==> src/ipgs_pkg.sv <==
`timescale 1ns / 1ps
package ipgs_pkg;

    localparam int DATA_WIDTH_DEF = 32;
    localparam int FRAC_BITS_DEF  = 16;
    localparam int CFG_ADDR_W     = 5;
    localparam int PWM_OFFSET     = 600;
    localparam int PWM_MAX        = 65535;

    typedef enum logic [2:0] {
        REG_SETPOINT,
        REG_KP_BASE,
        REG_KI_TERM_BASE,
        REG_KD_TERM,
        REG_RATE_WEIGHT,
        REG_DEAD_ZONE,
        REG_BOOST_THRESHOLD,
        REG_MODE
    } cfg_reg_t;

    typedef enum logic [4:0] {
        S_IDLE,
        S_ERR,
        S_CPL,
        S_RW_WAIT,
        S_DZ,
        S_GAIN,
        S_COEF1,
        S_COEF2,
        S_MA,
        S_MA_WAIT,
        S_MB,
        S_MB_WAIT,
        S_MC,
        S_MC_WAIT,
        S_CLAMP,
        S_PWM,
        S_PUSH
    } ctl_state_t;

endpackage

==> src/ipgs_in_if.sv <==
`timescale 1ns / 1ps
interface ipgs_in_if;
    logic               valid;
    logic               ready;
    logic signed [31:0] angle;
    logic signed [31:0] body_rate;
    logic signed [31:0] coupling;
    logic signed [31:0] upper_limit;
    logic signed [31:0] lower_limit;

    modport source (
        output valid, angle, body_rate, coupling, upper_limit, lower_limit,
        input  ready
    );

    modport sink (
        input  valid, angle, body_rate, coupling, upper_limit, lower_limit,
        output ready
    );
endinterface

==> src/ipgs_out_if.sv <==
`timescale 1ns / 1ps
interface ipgs_out_if;
    logic               valid;
    logic               ready;
    logic signed [31:0] drive;
    logic        [15:0] pwm;

    modport source (
        output valid, drive, pwm,
        input  ready
    );

    modport sink (
        input  valid, drive, pwm,
        output ready
    );
endinterface

==> src/ipgs_ser_mul.sv <==
`timescale 1ns / 1ps
module ipgs_ser_mul
    import ipgs_pkg::*;
#(
    parameter int DATA_WIDTH = DATA_WIDTH_DEF,
    parameter int FRAC_BITS  = FRAC_BITS_DEF
)(
    input  logic                         clk,
    input  logic                         rst_n,
    input  logic                         start,
    input  logic signed [DATA_WIDTH-1:0] x,
    input  logic signed [DATA_WIDTH-1:0] y,
    output logic                         done,
    output logic signed [DATA_WIDTH-1:0] p
);

    localparam int DW  = DATA_WIDTH;
    localparam int ND  = (DW + 1) / 2;
    localparam int MW  = 2 * ND;
    localparam int PW  = DW + MW;
    localparam int QW  = PW - FRAC_BITS;
    localparam int QCW = (QW > DW ? QW : DW) + 1;
    localparam int CW  = $clog2(ND + 1);
    localparam logic [QCW-1:0] LIM_NEG = QCW'(1) << (DW - 1);
    localparam logic [QCW-1:0] LIM_POS = LIM_NEG - QCW'(1);

    logic          run_reg, run_next;
    logic          done_reg, done_next;
    logic [CW-1:0] cnt_reg, cnt_next;
    logic          neg_reg, neg_next;
    logic [DW-1:0] mx_reg, mx_next;
    logic [DW+1:0] mx3_reg, mx3_next;
    logic [DW+1:0] hi_reg, hi_next;
    logic [MW-1:0] y_reg, y_next;
    logic [DW-1:0] p_reg, p_next;
    logic [DW-1:0] mag_x, mag_y;
    logic [DW+1:0] addend, sum;
    logic [PW-1:0] prod;
    logic [QCW-1:0] q, lim, qs;

    always_comb
    begin
        mag_x = x[DW-1] ? (~x + 1'b1) : x;
        mag_y = y[DW-1] ? (~y + 1'b1) : y;

        case (y_reg[1:0])
            2'd0:    addend = '0;
            2'd1:    addend = {2'b00, mx_reg};
            2'd2:    addend = {1'b0, mx_reg, 1'b0};
            default: addend = mx3_reg;
        endcase
        sum = hi_reg + addend;

        prod = {hi_reg[DW-1:0], y_reg};
        q    = QCW'(prod[PW-1:FRAC_BITS]);
        lim  = neg_reg ? LIM_NEG : LIM_POS;
        qs   = (q > lim) ? lim : q;

        run_next  = run_reg;
        done_next = 1'b0;
        cnt_next  = cnt_reg;
        neg_next  = neg_reg;
        mx_next   = mx_reg;
        mx3_next  = mx3_reg;
        hi_next   = hi_reg;
        y_next    = y_reg;
        p_next    = p_reg;

        if (start)
        begin
            run_next = 1'b1;
            cnt_next = CW'(ND);
            neg_next = x[DW-1] ^ y[DW-1];
            mx_next  = mag_x;
            mx3_next = {2'b00, mag_x} + {1'b0, mag_x, 1'b0};
            hi_next  = '0;
            y_next   = MW'(mag_y);
        end
        else if (run_reg)
        begin
            if (cnt_reg != '0)
            begin
                hi_next  = {2'b00, sum[DW+1:2]};
                y_next   = {sum[1:0], y_reg[MW-1:2]};
                cnt_next = cnt_reg - 1'b1;
            end
            else
            begin
                run_next  = 1'b0;
                done_next = 1'b1;
                p_next    = neg_reg ? (~qs[DW-1:0] + 1'b1) : qs[DW-1:0];
            end
        end
    end

    always_ff @(posedge clk or negedge rst_n)
    begin
        if (!rst_n)
        begin
            run_reg  <= 1'b0;
            done_reg <= 1'b0;
            cnt_reg  <= '0;
        end
        else
        begin
            run_reg  <= run_next;
            done_reg <= done_next;
            cnt_reg  <= cnt_next;
        end
    end

    always_ff @(posedge clk)
    begin
        neg_reg <= neg_next;
        mx_reg  <= mx_next;
        mx3_reg <= mx3_next;
        hi_reg  <= hi_next;
        y_reg   <= y_next;
        p_reg   <= p_next;
    end

    assign done = done_reg;
    assign p    = p_reg;

endmodule

==> src/incremental_pid_gain_scheduled.sv <==
`timescale 1ns / 1ps
// Channel  Dir  Handshake      Payload
// -------  ---  -------------  ------------------------------------------------
// sample   in   valid / ready  angle, body_rate, coupling, upper_limit, lower_limit
// result   out  valid / ready  drive, pwm
// apb      in   psel/penable   8 registers at 4*i, pready tied high
//
// One beat at a time: no new sample is taken until the current result is loaded out.
// Products run on the shared radix-4 serial multiplier, 2 multiplier bits per cycle:
// 4 products in mode 1, 3 in mode 0.
// Reset clears error history, previous output and config registers, but sets the
// boost threshold to all ones and mode to 1; no clearing pass.
// A result waits in the output register; the next sample is taken while it waits.
module incremental_pid_gain_scheduled
    import ipgs_pkg::*;
#(
    parameter int DATA_WIDTH = DATA_WIDTH_DEF,
    parameter int FRAC_BITS  = FRAC_BITS_DEF
)(
    input  logic                  clk,
    input  logic                  rst_n,
    input  logic                  psel,
    input  logic                  penable,
    input  logic                  pwrite,
    input  logic [CFG_ADDR_W-1:0] paddr,
    input  logic [31:0]           pwdata,
    output logic [31:0]           prdata,
    output logic                  pready,
    ipgs_in_if.sink               sample,
    ipgs_out_if.source            result
);

    localparam int DW = DATA_WIDTH;
    localparam int FB = FRAC_BITS;
    localparam int EW = (DW > 32 ? DW : 32) + 2;
    localparam int VW = (DW + 8 > FB + 10 ? DW + 8 : FB + 10) + 2;
    localparam logic signed [EW-1:0] VMAX_E = signed'(EW'({(DW-1){1'b1}}));
    localparam logic signed [EW-1:0] VMIN_E = ~VMAX_E;
    localparam logic signed [VW-1:0] PWM_OFF_V = signed'(VW'(PWM_OFFSET) << FB);
    localparam logic signed [VW-1:0] PWM_MAX_V = signed'(VW'(PWM_MAX));

    function automatic logic signed [DW-1:0] sat(input logic signed [EW-1:0] v);
        logic signed [DW-1:0] res;
        if (v > VMAX_E)
            res = VMAX_E[DW-1:0];
        else if (v < VMIN_E)
            res = VMIN_E[DW-1:0];
        else
            res = v[DW-1:0];
        return res;
    endfunction

    function automatic logic signed [EW-1:0] ext(input logic signed [DW-1:0] v);
        return EW'(v);
    endfunction

    function automatic logic signed [DW-1:0] in_sat(input logic signed [31:0] v);
        return sat(EW'(v));
    endfunction

    ctl_state_t state_reg, state_next;

    logic [31:0] setpoint_reg, kp_base_reg, ki_term_base_reg, kd_term_reg, rate_weight_reg;
    logic [30:0] dead_zone_reg, boost_threshold_reg;
    logic        mode_reg;
    logic        cfg_wr;
    cfg_reg_t    cfg_idx;

    logic signed [DW-1:0] sp_s, kp_base_s, ki_base_s, kd_s, rw_s;
    logic signed [EW-1:0] dz_e, bt_e;

    logic signed [DW-1:0] angle_reg, angle_next, rate_reg, rate_next, cpl_reg, cpl_next;
    logic signed [DW-1:0] upper_reg, upper_next, lower_reg, lower_next;
    logic signed [DW-1:0] e_reg, e_next, kp_reg, kp_next, ki_reg, ki_next;
    logic signed [DW-1:0] a_reg, a_next, b_reg, b_next, kd2_reg, kd2_next;
    logic signed [DW-1:0] r_reg, r_next;
    logic signed [DW-1:0] prev_out_reg, prev_out_next, prev_err_reg, prev_err_next;
    logic signed [DW-1:0] prev_prev_reg, prev_prev_next;
    logic        [15:0]   pwm_reg, pwm_next, pwm_out_reg, pwm_out_next;
    logic signed [31:0]   drive_out_reg, drive_out_next;
    logic                 out_valid_reg, out_valid_next;

    logic                 in_acc, out_free, out_load;
    logic                 mul_start, mul_done;
    logic signed [DW-1:0] mul_x, mul_y, mul_p;

    logic signed [EW-1:0] e_ext, e_mag;
    logic                 boost_en;
    logic signed [DW-1:0] kp_boost, ki_boost;
    logic signed [VW-1:0] rv, pv, pv_sh;
    logic        [15:0]   pwm_calc;

    // Configuration port
    assign pready  = 1'b1;
    assign cfg_wr  = psel && penable && pwrite;
    assign cfg_idx = cfg_reg_t'(paddr[CFG_ADDR_W-1:2]);

    always_comb
    begin
        unique case (cfg_idx)
            REG_SETPOINT:        prdata = setpoint_reg;
            REG_KP_BASE:         prdata = kp_base_reg;
            REG_KI_TERM_BASE:    prdata = ki_term_base_reg;
            REG_KD_TERM:         prdata = kd_term_reg;
            REG_RATE_WEIGHT:     prdata = rate_weight_reg;
            REG_DEAD_ZONE:       prdata = {1'b0, dead_zone_reg};
            REG_BOOST_THRESHOLD: prdata = {1'b0, boost_threshold_reg};
            REG_MODE:            prdata = {31'b0, mode_reg};
        endcase
    end

    assign sp_s      = in_sat(setpoint_reg);
    assign kp_base_s = in_sat(kp_base_reg);
    assign ki_base_s = in_sat(ki_term_base_reg);
    assign kd_s      = in_sat(kd_term_reg);
    assign rw_s      = in_sat(rate_weight_reg);
    assign dz_e      = signed'(EW'(dead_zone_reg));
    assign bt_e      = signed'(EW'(boost_threshold_reg));

    // Handshake
    assign in_acc    = sample.valid && sample.ready;
    assign out_free  = !out_valid_reg || result.ready;
    assign result.valid = out_valid_reg;
    assign result.drive = drive_out_reg;
    assign result.pwm   = pwm_out_reg;

    ipgs_ser_mul #(
        .DATA_WIDTH (DATA_WIDTH),
        .FRAC_BITS  (FRAC_BITS)
    ) u_mul (
        .clk   (clk),
        .rst_n (rst_n),
        .start (mul_start),
        .x     (mul_x),
        .y     (mul_y),
        .done  (mul_done),
        .p     (mul_p)
    );

    always_comb
    begin
        state_next = state_reg;
        unique case (state_reg)
            S_IDLE:    if (in_acc) state_next = S_ERR;
            S_ERR:     state_next = mode_reg ? S_CPL : S_DZ;
            S_CPL:     state_next = S_RW_WAIT;
            S_RW_WAIT: if (mul_done) state_next = S_DZ;
            S_DZ:      state_next = S_GAIN;
            S_GAIN:    state_next = S_COEF1;
            S_COEF1:   state_next = S_COEF2;
            S_COEF2:   state_next = S_MA;
            S_MA:      state_next = S_MA_WAIT;
            S_MA_WAIT: if (mul_done) state_next = S_MB;
            S_MB:      state_next = S_MB_WAIT;
            S_MB_WAIT: if (mul_done) state_next = S_MC;
            S_MC:      state_next = S_MC_WAIT;
            S_MC_WAIT: if (mul_done) state_next = S_CLAMP;
            S_CLAMP:   state_next = S_PWM;
            S_PWM:     state_next = S_PUSH;
            S_PUSH:    if (out_free) state_next = S_IDLE;
            default:   state_next = S_IDLE;
        endcase
    end

    always_comb
    begin
        sample.ready = 1'b0;
        out_load     = 1'b0;
        mul_start    = 1'b0;
        mul_x        = a_reg;
        mul_y        = e_reg;
        unique case (state_reg)
            S_IDLE:
            begin
                sample.ready = 1'b1;
            end
            S_CPL:
            begin
                mul_start = 1'b1;
                mul_x     = rate_reg;
                mul_y     = rw_s;
            end
            S_MA:
            begin
                mul_start = 1'b1;
            end
            S_MB:
            begin
                mul_start = 1'b1;
                mul_x     = b_reg;
                mul_y     = prev_err_reg;
            end
            S_MC:
            begin
                mul_start = 1'b1;
                mul_x     = kd_s;
                mul_y     = prev_prev_reg;
            end
            S_PUSH:
            begin
                out_load = out_free;
            end
            default:
            begin
            end
        endcase
    end

    // Datapath
    always_comb
    begin
        e_ext    = ext(e_reg);
        e_mag    = e_ext[EW-1] ? -e_ext : e_ext;
        boost_en = e_mag > bt_e;
        kp_boost = sat(ext(kp_base_s) + (ext(kp_base_s) >>> 1));
        ki_boost = sat(ext(ki_base_s) + (ext(ki_base_s) >>> 1));

        // x400 = x256 + x128 + x16
        rv       = VW'(r_reg);
        pv       = (rv <<< 8) + (rv <<< 7) + (rv <<< 4) + PWM_OFF_V;
        pv_sh    = pv >>> FB;
        if (pv[VW-1])
            pwm_calc = '0;
        else if (pv_sh > PWM_MAX_V)
            pwm_calc = 16'(PWM_MAX);
        else
            pwm_calc = pv_sh[15:0];

        angle_next     = angle_reg;
        rate_next      = rate_reg;
        cpl_next       = cpl_reg;
        upper_next     = upper_reg;
        lower_next     = lower_reg;
        e_next         = e_reg;
        kp_next        = kp_reg;
        ki_next        = ki_reg;
        a_next         = a_reg;
        b_next         = b_reg;
        kd2_next       = kd2_reg;
        r_next         = r_reg;
        prev_out_next  = prev_out_reg;
        prev_err_next  = prev_err_reg;
        prev_prev_next = prev_prev_reg;
        pwm_next       = pwm_reg;
        drive_out_next = drive_out_reg;
        pwm_out_next   = pwm_out_reg;
        out_valid_next = out_valid_reg;

        if (out_valid_reg && result.ready)
            out_valid_next = 1'b0;

        unique case (state_reg) inside
            S_IDLE:
            begin
                if (in_acc)
                begin
                    angle_next = in_sat(sample.angle);
                    rate_next  = in_sat(sample.body_rate);
                    cpl_next   = in_sat(sample.coupling);
                    upper_next = in_sat(sample.upper_limit);
                    lower_next = in_sat(sample.lower_limit);
                end
            end
            S_ERR:
            begin
                e_next = sat(ext(sp_s) - ext(angle_reg));
            end
            S_CPL:
            begin
                e_next = sat(e_ext + ext(cpl_reg));
            end
            S_RW_WAIT:
            begin
                if (mul_done)
                    e_next = sat(e_ext - ext(mul_p));
            end
            S_DZ:
            begin
                if (e_ext < dz_e && e_ext > -dz_e)
                    e_next = '0;
            end
            S_GAIN:
            begin
                kp_next = boost_en ? kp_boost : kp_base_s;
                ki_next = boost_en ? ki_boost : ki_base_s;
            end
            S_COEF1:
            begin
                a_next   = sat(ext(kp_reg) + ext(ki_reg));
                b_next   = sat(ext(ki_reg) - ext(kp_reg));
                kd2_next = sat(ext(kd_s) <<< 1);
            end
            S_COEF2:
            begin
                a_next = sat(ext(a_reg) + ext(kd_s));
                b_next = sat(ext(b_reg) - ext(kd2_reg));
            end
            S_MA_WAIT:
            begin
                if (mul_done)
                    r_next = sat(ext(prev_out_reg) + ext(mul_p));
            end
            S_MB_WAIT, S_MC_WAIT:
            begin
                if (mul_done)
                    r_next = sat(ext(r_reg) + ext(mul_p));
            end
            S_CLAMP:
            begin
                if (r_reg >= upper_reg)
                    r_next = upper_reg;
                else if (r_reg <= lower_reg)
                    r_next = lower_reg;
                prev_out_next  = r_next;
                prev_prev_next = prev_err_reg;
                prev_err_next  = e_reg;
            end
            S_PWM:
            begin
                pwm_next = pwm_calc;
            end
            S_PUSH:
            begin
                if (out_load)
                begin
                    out_valid_next = 1'b1;
                    drive_out_next = 32'(r_reg);
                    pwm_out_next   = pwm_reg;
                end
            end
            default:
            begin
            end
        endcase
    end

    always_ff @(posedge clk or negedge rst_n)
    begin
        if (!rst_n)
        begin
            state_reg           <= S_IDLE;
            out_valid_reg       <= 1'b0;
            prev_out_reg        <= '0;
            prev_err_reg        <= '0;
            prev_prev_reg       <= '0;
            setpoint_reg        <= '0;
            kp_base_reg         <= '0;
            ki_term_base_reg    <= '0;
            kd_term_reg         <= '0;
            rate_weight_reg     <= '0;
            dead_zone_reg       <= '0;
            boost_threshold_reg <= '1;
            mode_reg            <= 1'b1;
        end
        else
        begin
            state_reg     <= state_next;
            out_valid_reg <= out_valid_next;
            prev_out_reg  <= prev_out_next;
            prev_err_reg  <= prev_err_next;
            prev_prev_reg <= prev_prev_next;
            if (cfg_wr)
            begin
                unique case (cfg_idx)
                    REG_SETPOINT:        setpoint_reg        <= pwdata;
                    REG_KP_BASE:         kp_base_reg         <= pwdata;
                    REG_KI_TERM_BASE:    ki_term_base_reg    <= pwdata;
                    REG_KD_TERM:         kd_term_reg         <= pwdata;
                    REG_RATE_WEIGHT:     rate_weight_reg     <= pwdata;
                    REG_DEAD_ZONE:       dead_zone_reg       <= pwdata[30:0];
                    REG_BOOST_THRESHOLD: boost_threshold_reg <= pwdata[30:0];
                    REG_MODE:            mode_reg            <= pwdata[0];
                endcase
            end
        end
    end

    always_ff @(posedge clk)
    begin
        angle_reg     <= angle_next;
        rate_reg      <= rate_next;
        cpl_reg       <= cpl_next;
        upper_reg     <= upper_next;
        lower_reg     <= lower_next;
        e_reg         <= e_next;
        kp_reg        <= kp_next;
        ki_reg        <= ki_next;
        a_reg         <= a_next;
        b_reg         <= b_next;
        kd2_reg       <= kd2_next;
        r_reg         <= r_next;
        pwm_reg       <= pwm_next;
        drive_out_reg <= drive_out_next;
        pwm_out_reg   <= pwm_out_next;
    end

endmodule
==> src/flat_wrapper.sv <==
// flat-port wrapper written by rule: the top's interface ports become plain ports
module incremental_pid_gain_scheduled_flat import ipgs_pkg::*;
#(
    parameter int DATA_WIDTH = DATA_WIDTH_DEF,
    parameter int FRAC_BITS  = FRAC_BITS_DEF
)
  (clk, rst_n, psel, penable, pwrite, paddr, pwdata, prdata, pready, sample_valid, sample_angle, sample_body_rate, sample_coupling, sample_upper_limit, sample_lower_limit, sample_ready, result_valid, result_drive, result_pwm, result_ready);
  ipgs_in_if sample_i ();
  ipgs_out_if result_i ();
  input  logic clk;
  input  logic rst_n;
  input  logic psel;
  input  logic penable;
  input  logic pwrite;
  input  logic [CFG_ADDR_W-1:0] paddr;
  input  logic [31:0] pwdata;
  output logic [31:0] prdata;
  output logic pready;
  input wire logic [$bits(sample_i.valid)-1:0] sample_valid;
  input wire logic [$bits(sample_i.angle)-1:0] sample_angle;
  input wire logic [$bits(sample_i.body_rate)-1:0] sample_body_rate;
  input wire logic [$bits(sample_i.coupling)-1:0] sample_coupling;
  input wire logic [$bits(sample_i.upper_limit)-1:0] sample_upper_limit;
  input wire logic [$bits(sample_i.lower_limit)-1:0] sample_lower_limit;
  output wire logic [$bits(sample_i.ready)-1:0] sample_ready;
  output wire logic [$bits(result_i.valid)-1:0] result_valid;
  output wire logic [$bits(result_i.drive)-1:0] result_drive;
  output wire logic [$bits(result_i.pwm)-1:0] result_pwm;
  input wire logic [$bits(result_i.ready)-1:0] result_ready;
  assign sample_i.valid = sample_valid;
  assign sample_i.angle = sample_angle;
  assign sample_i.body_rate = sample_body_rate;
  assign sample_i.coupling = sample_coupling;
  assign sample_i.upper_limit = sample_upper_limit;
  assign sample_i.lower_limit = sample_lower_limit;
  assign sample_ready = sample_i.ready;
  assign result_valid = result_i.valid;
  assign result_drive = result_i.drive;
  assign result_pwm = result_i.pwm;
  assign result_i.ready = result_ready;
  incremental_pid_gain_scheduled #(.DATA_WIDTH(DATA_WIDTH), .FRAC_BITS(FRAC_BITS)) u_core (.clk(clk), .rst_n(rst_n), .psel(psel), .penable(penable), .pwrite(pwrite), .paddr(paddr), .pwdata(pwdata), .prdata(prdata), .pready(pready), .sample(sample_i), .result(result_i));
endmodule
==> config.mk <==
export PLATFORM = sky130hd
export DESIGN_NAME = incremental_pid_gain_scheduled_flat
export DESIGN_NICKNAME = d
export VERILOG_FILES = /design/src/ipgs_pkg.sv /design/src/ipgs_in_if.sv /design/src/ipgs_out_if.sv /design/src/ipgs_ser_mul.sv /design/src/incremental_pid_gain_scheduled.sv /design/src/flat_wrapper.sv
export SDC_FILE = /design/constraint.sdc
export NUM_CORES = 2
export LEC_CHECK = 0
export CAP_MARGIN = 0
export CORE_MARGIN = 2
export CORE_UTILIZATION = 45
export DETAILED_ROUTE_END_ITERATION = 8
export DONT_BUFFER_PORTS = 1
export MAX_ROUTING_LAYER = met4
export PLACE_DENSITY = 0.71
export RECOVER_POWER = 100
export SYNTH_ARGS = -nofsm -noshare
export SYNTH_HDL_FRONTEND = slang
export SYNTH_SLANG_ARGS = --single-unit
export TNS_END_PERCENT = 50
==> constraint.sdc <==
create_clock -name clk -period 7.3 [get_ports clk]
set_clock_uncertainty 0.05 [all_clocks]
set_input_delay 0.73 -clock clk [delete_from_list [all_inputs] [get_ports clk]]
set_output_delay 0.73 -clock clk [all_outputs]
set_load 0.02 [all_outputs]
==> impl_metrics.tcl <==
set metrics [dict create \
    clkLatencyLatePin_ns 0.75 \
    synth.avg_cell_area_um2 9.18 \
    total_power_mw 39.3 \
    post_cts_resized 0 \
    start_kind "flop" \
    synth_top_area_frac 0.240 \
    drt-vias-per-instance 6.17 \
    cts-root-buf "clkbuf_16" \
    slew_viol_final 1263 \
    async_flop_share 0.352 \
    end_kind "flop" \
    multi_input_area_mm2 0.0420 \
    dieWidth_um 405 \
    postLayoutCoreUtil 0.491 \
    regArea_mm2 0.0263 \
    cpMaxStageDelayCell "dfrtp_1" \
    cts_sinks 942 \
    syn_nets 8804 \
    core-area_mm2 0.160 \
    port_buffers 0 \
    slew-limit-headroom -1.68 \
    yosys-mux-area-fraction 0.0458 \
    start_util 0.452 \
    grt_max_degree 333 \
    drcViolationCount 0 \
    p_switching_mw 18.1 \
    area_growth_pct 8.71 \
    drt_iter0_drc 6411 \
    synth_top_family_by_area "compound AO/OA/AOI/OAI gates" \
    powerDensity_mw_per_mm2 500 \
    failed_checks "hold timing, capacitance limit, slew limit" \
    clk_pin_slew_ns 0.06 \
    antenna_found_initial 9 \
    htreeDepth 3 \
    synth-edff-count 578 \
    synthXorXnorAreaFrac 0.0579 \
    place.gp.congestion 0.988 \
    rows 147 \
    drt-pass1-iter-count 9 \
    largest_register_ffs 33 \
    ys_ff_latch 942 \
    num_vias 61000 \
    cpPeakStageDelay_ns 0.52 \
    setup_viol 0 \
    seqPwrFrac 0.261 \
    finalHoldViolCount 178 \
    cts_hold_buf 160 \
    synth_compound_area_frac 0.208 \
    period_share 0.928 \
    switching_share 0.460 \
    maxCapViolCount 23 \
    holdCritPathClass "input port to asynchronous set/reset pin" \
    synth_top_area_cell "edfxtp_1" \
    cp.required_ns 7.72 \
    power_leakage_nw 33.5 \
    worstPathArrival_ns 7.20 \
    status "complete, but fails checks" \
    grt_pass1_vias 58000 \
    worstSetupPathType "flop to flop" \
    synth_ff_type "edfxtp_1" \
    cts_setup_buffers 0 \
    crit_fanout 16 \
    combPwrFrac 0.589 \
    nets 8554 \
    boundaryPins 287 \
    postSynthCellCount 7884 \
    clkPwrFrac 0.150 \
    fin_tns_setup_ns 0 \
    die_h_um 405 \
    synth_simple_gate_area_frac 0.133 \
    p_int_mw 21.2 \
    cts_tree "built" \
    n_fill_cell 14700 \
    grt_pass1_wl_mm 359 \
    ant_nets 0 \
    die-area_mm2 0.164 \
    max_freq_mhz 148 \
    worst_pin_slew_ns 4.02 \
    cts_buffers 109 \
    cp_cell_sequence "clkbuf_1 > nor2b_1 > clkbuf_1 > and3_1 > a2111oi_4 > and2_0 > and3_1 > and2_1 > nor3b_2 > a31oi_1 > xnor2_1 > ha_1 > a21oi_1 > o21ai_0 > a21oi_1 > a21bo_1 > and3_1 > a41oi_1 > a21oi_1 > a211o_1 > a211o_1 > a31o_2" \
    hpwl_mm 181 \
    synthAdderAreaFrac 0.135 \
    rsz0062_at_grt "no" \
    wire_per_inst_um 24.2 \
    wl_mm 240 \
    yosysSeqAreaShare 0.364 \
    synth-warning-count 0 \
    min_period_ns 6.77 \
    synth.distinct_cells 110 \
    synth.area.top_cells "edfxtp_1, ha_1, dfrtp_1" \
    ir_drop_uv 337 \
    drive_gt1_frac 0.0761 \
    whs_ns -0.372 \
    grt_use_total 0.294 \
    syn-cell-area_mm2 0.0724 \
    gr-total-overflow 0 \
    cts_max_path_buffers 3 \
]
==> power by group through the flow <==
| stage | registers, mW | logic, mW | clock network [mW] |
|---|---|---|---|
| final | 10.3 | 23.2 | 5.89 |
| after global placement | 10.2 | 22.2 | 0 |
| after detailed placement | 10.2 | 22.7 | 0 |
| after CTS | 10.1 | 22.9 | 5.95 |
| after global routing | 10.4 | 25.7 | 6.14 |
| after floorplan | 9.28 | 17.7 | 0 |
==> cell type report <==
cell class	count	share of cell area
multi-input combinational	5900	0.534
clock buffer	146	0.0397
inverter	426	0.0203
sequential	942	0.335
tap	2160	0.0344
timing repair buffer	255	0.0278
antenna	8	0.000254
clock inverter	60	0.00903
==> layout by cell type, fill, tap and decap left out, types with 27 or more instances in the layout <==
master         Yosys  layout
a211oi_1          74      74
a21o_1           253     253
a21oi_1          681     680
a221oi_1          80      79
a22o_1            66      66
a22oi_1           65      65
a2bb2oi_1         40      40
a31oi_1           50      50
and2_1            34      27
and3_1            63      63
buf_4              4      58
clkbuf_1         519      51
clkbuf_16          0     115
dfrtp_1          300     300
dfstp_2           32      32
dfxtp_1           32      32
dlygate4sd3_1      0     160
edfxtp_1         578     578
fa_1              43      43
ha_1             673     673
inv_1            422     422
maj3_1            46      46
mux2_2           204     198
mux2i_1           50      47
nand2_1          841     843
nand2b_1          68      68
nand3_1          132     132
nand4_1           73      73
nor2_1           485     481
nor2b_1           84      83
nor3_1           114     114
nor4_1            33      34
o211ai_1          47      47
o21a_1            76      76
o21ai_0          468     469
o21bai_1          57      57
o31ai_1           37      38
or3_1             31      31
xnor2_1          335     335
xor2_1           143     143
==> Yosys cell counts, drive strengths merged, types with 23 or more instances <==
cell type	instances
a211oi	74
a21o	253
a21oi	683
a221oi	84
a222oi	23
a22o	66
a22oi	65
a2bb2oi	40
a31oi	51
and2	39
and3	63
buf	97
clkbuf	519
dfrtp	300
dfstp	32
dfxtp	32
edfxtp	578
fa	43
ha	673
inv	423
maj3	46
mux2	204
mux2i	50
mux4	23
nand2	843
nand2b	68
nand3	132
nand4	73
nor2	486
nor2b	84
nor3	118
nor4	35
o211ai	47
o21a	76
o21ai	476
o21bai	57
o22ai	23
o31ai	38
or2	29
or3	31
xnor2	335
xor2	143
==> cell families after synthesis <==
logic type / after synthesis
AO/OA/AOI/OAI: 2301
XOR/XNOR: 478
adder cells (fa/ha/maj): 762
buffers and inverters: 1042
flip-flops: 942
multiplexers: 277
other: 1
AND/OR/NAND/NOR: 2081
==> worst max-delay path, delay by kind of cell (launching register included) <==
kind | cells | cell delay, ns
AOI/OAI and AO/OA | 11 | 2.70
and+or+nand+nor | 7 | 1.81
buffers and inverters | 2 | 0.77
DFF | 1 | 0.52
adders and majority gates | 1 | 0.34
xor gates and xnor gates | 1 | 0.31
==> path summary, 6_finish.rpt <==
path	start	to	slack [ns]	cells past startpoint
max	u_core.state_reg[3]	u_core.u_mul.mx3_reg[33]	0.53	22
min	rst_n	u_core.prev_out_reg[29]	-0.37	0
max reg2reg	u_core.state_reg[3]	u_core.u_mul.mx3_reg[33]	0.53	22
min reg2reg	u_core.pwm_reg[10]	u_core.result.pwm[10]	0.37	0
max in group asynchronous	rst_n	u_core.setpoint_reg[10]	6.11	0
min in group clk	pwdata[11]	u_core.boost_threshold_reg[11]	0.04	2
==> per-stage QoR <==
stage / setup WS [ns] / cells / hold WS, ns / cell area, um2
3_5_place_dp: 0.970 / 9523 / 0.355 / 73500
2_1_floorplan: 1.54 / 7884 / 0.350 / 72400
6_report: 0.526 / 9897 / -0.372 / 78700
4_1_cts: 0.952 / 9889 / -0.405 / 78900
3_3_place_gp: 1.13 / 9523 / 0.356 / 73500
5_1_grt: 0.216 / 9896 / -0.407 / 78700
==> per-layer routing <==
layer	global-route usage	vias up	part of all wire
met4	0.137	0	0.056
met3	0.0490	616	0.083
li1	-	28100	-
met5	-	-	0
met2	0.456	2694	0.45
met1	0.375	29600	0.41
Power figures use the tool's default switching activity.
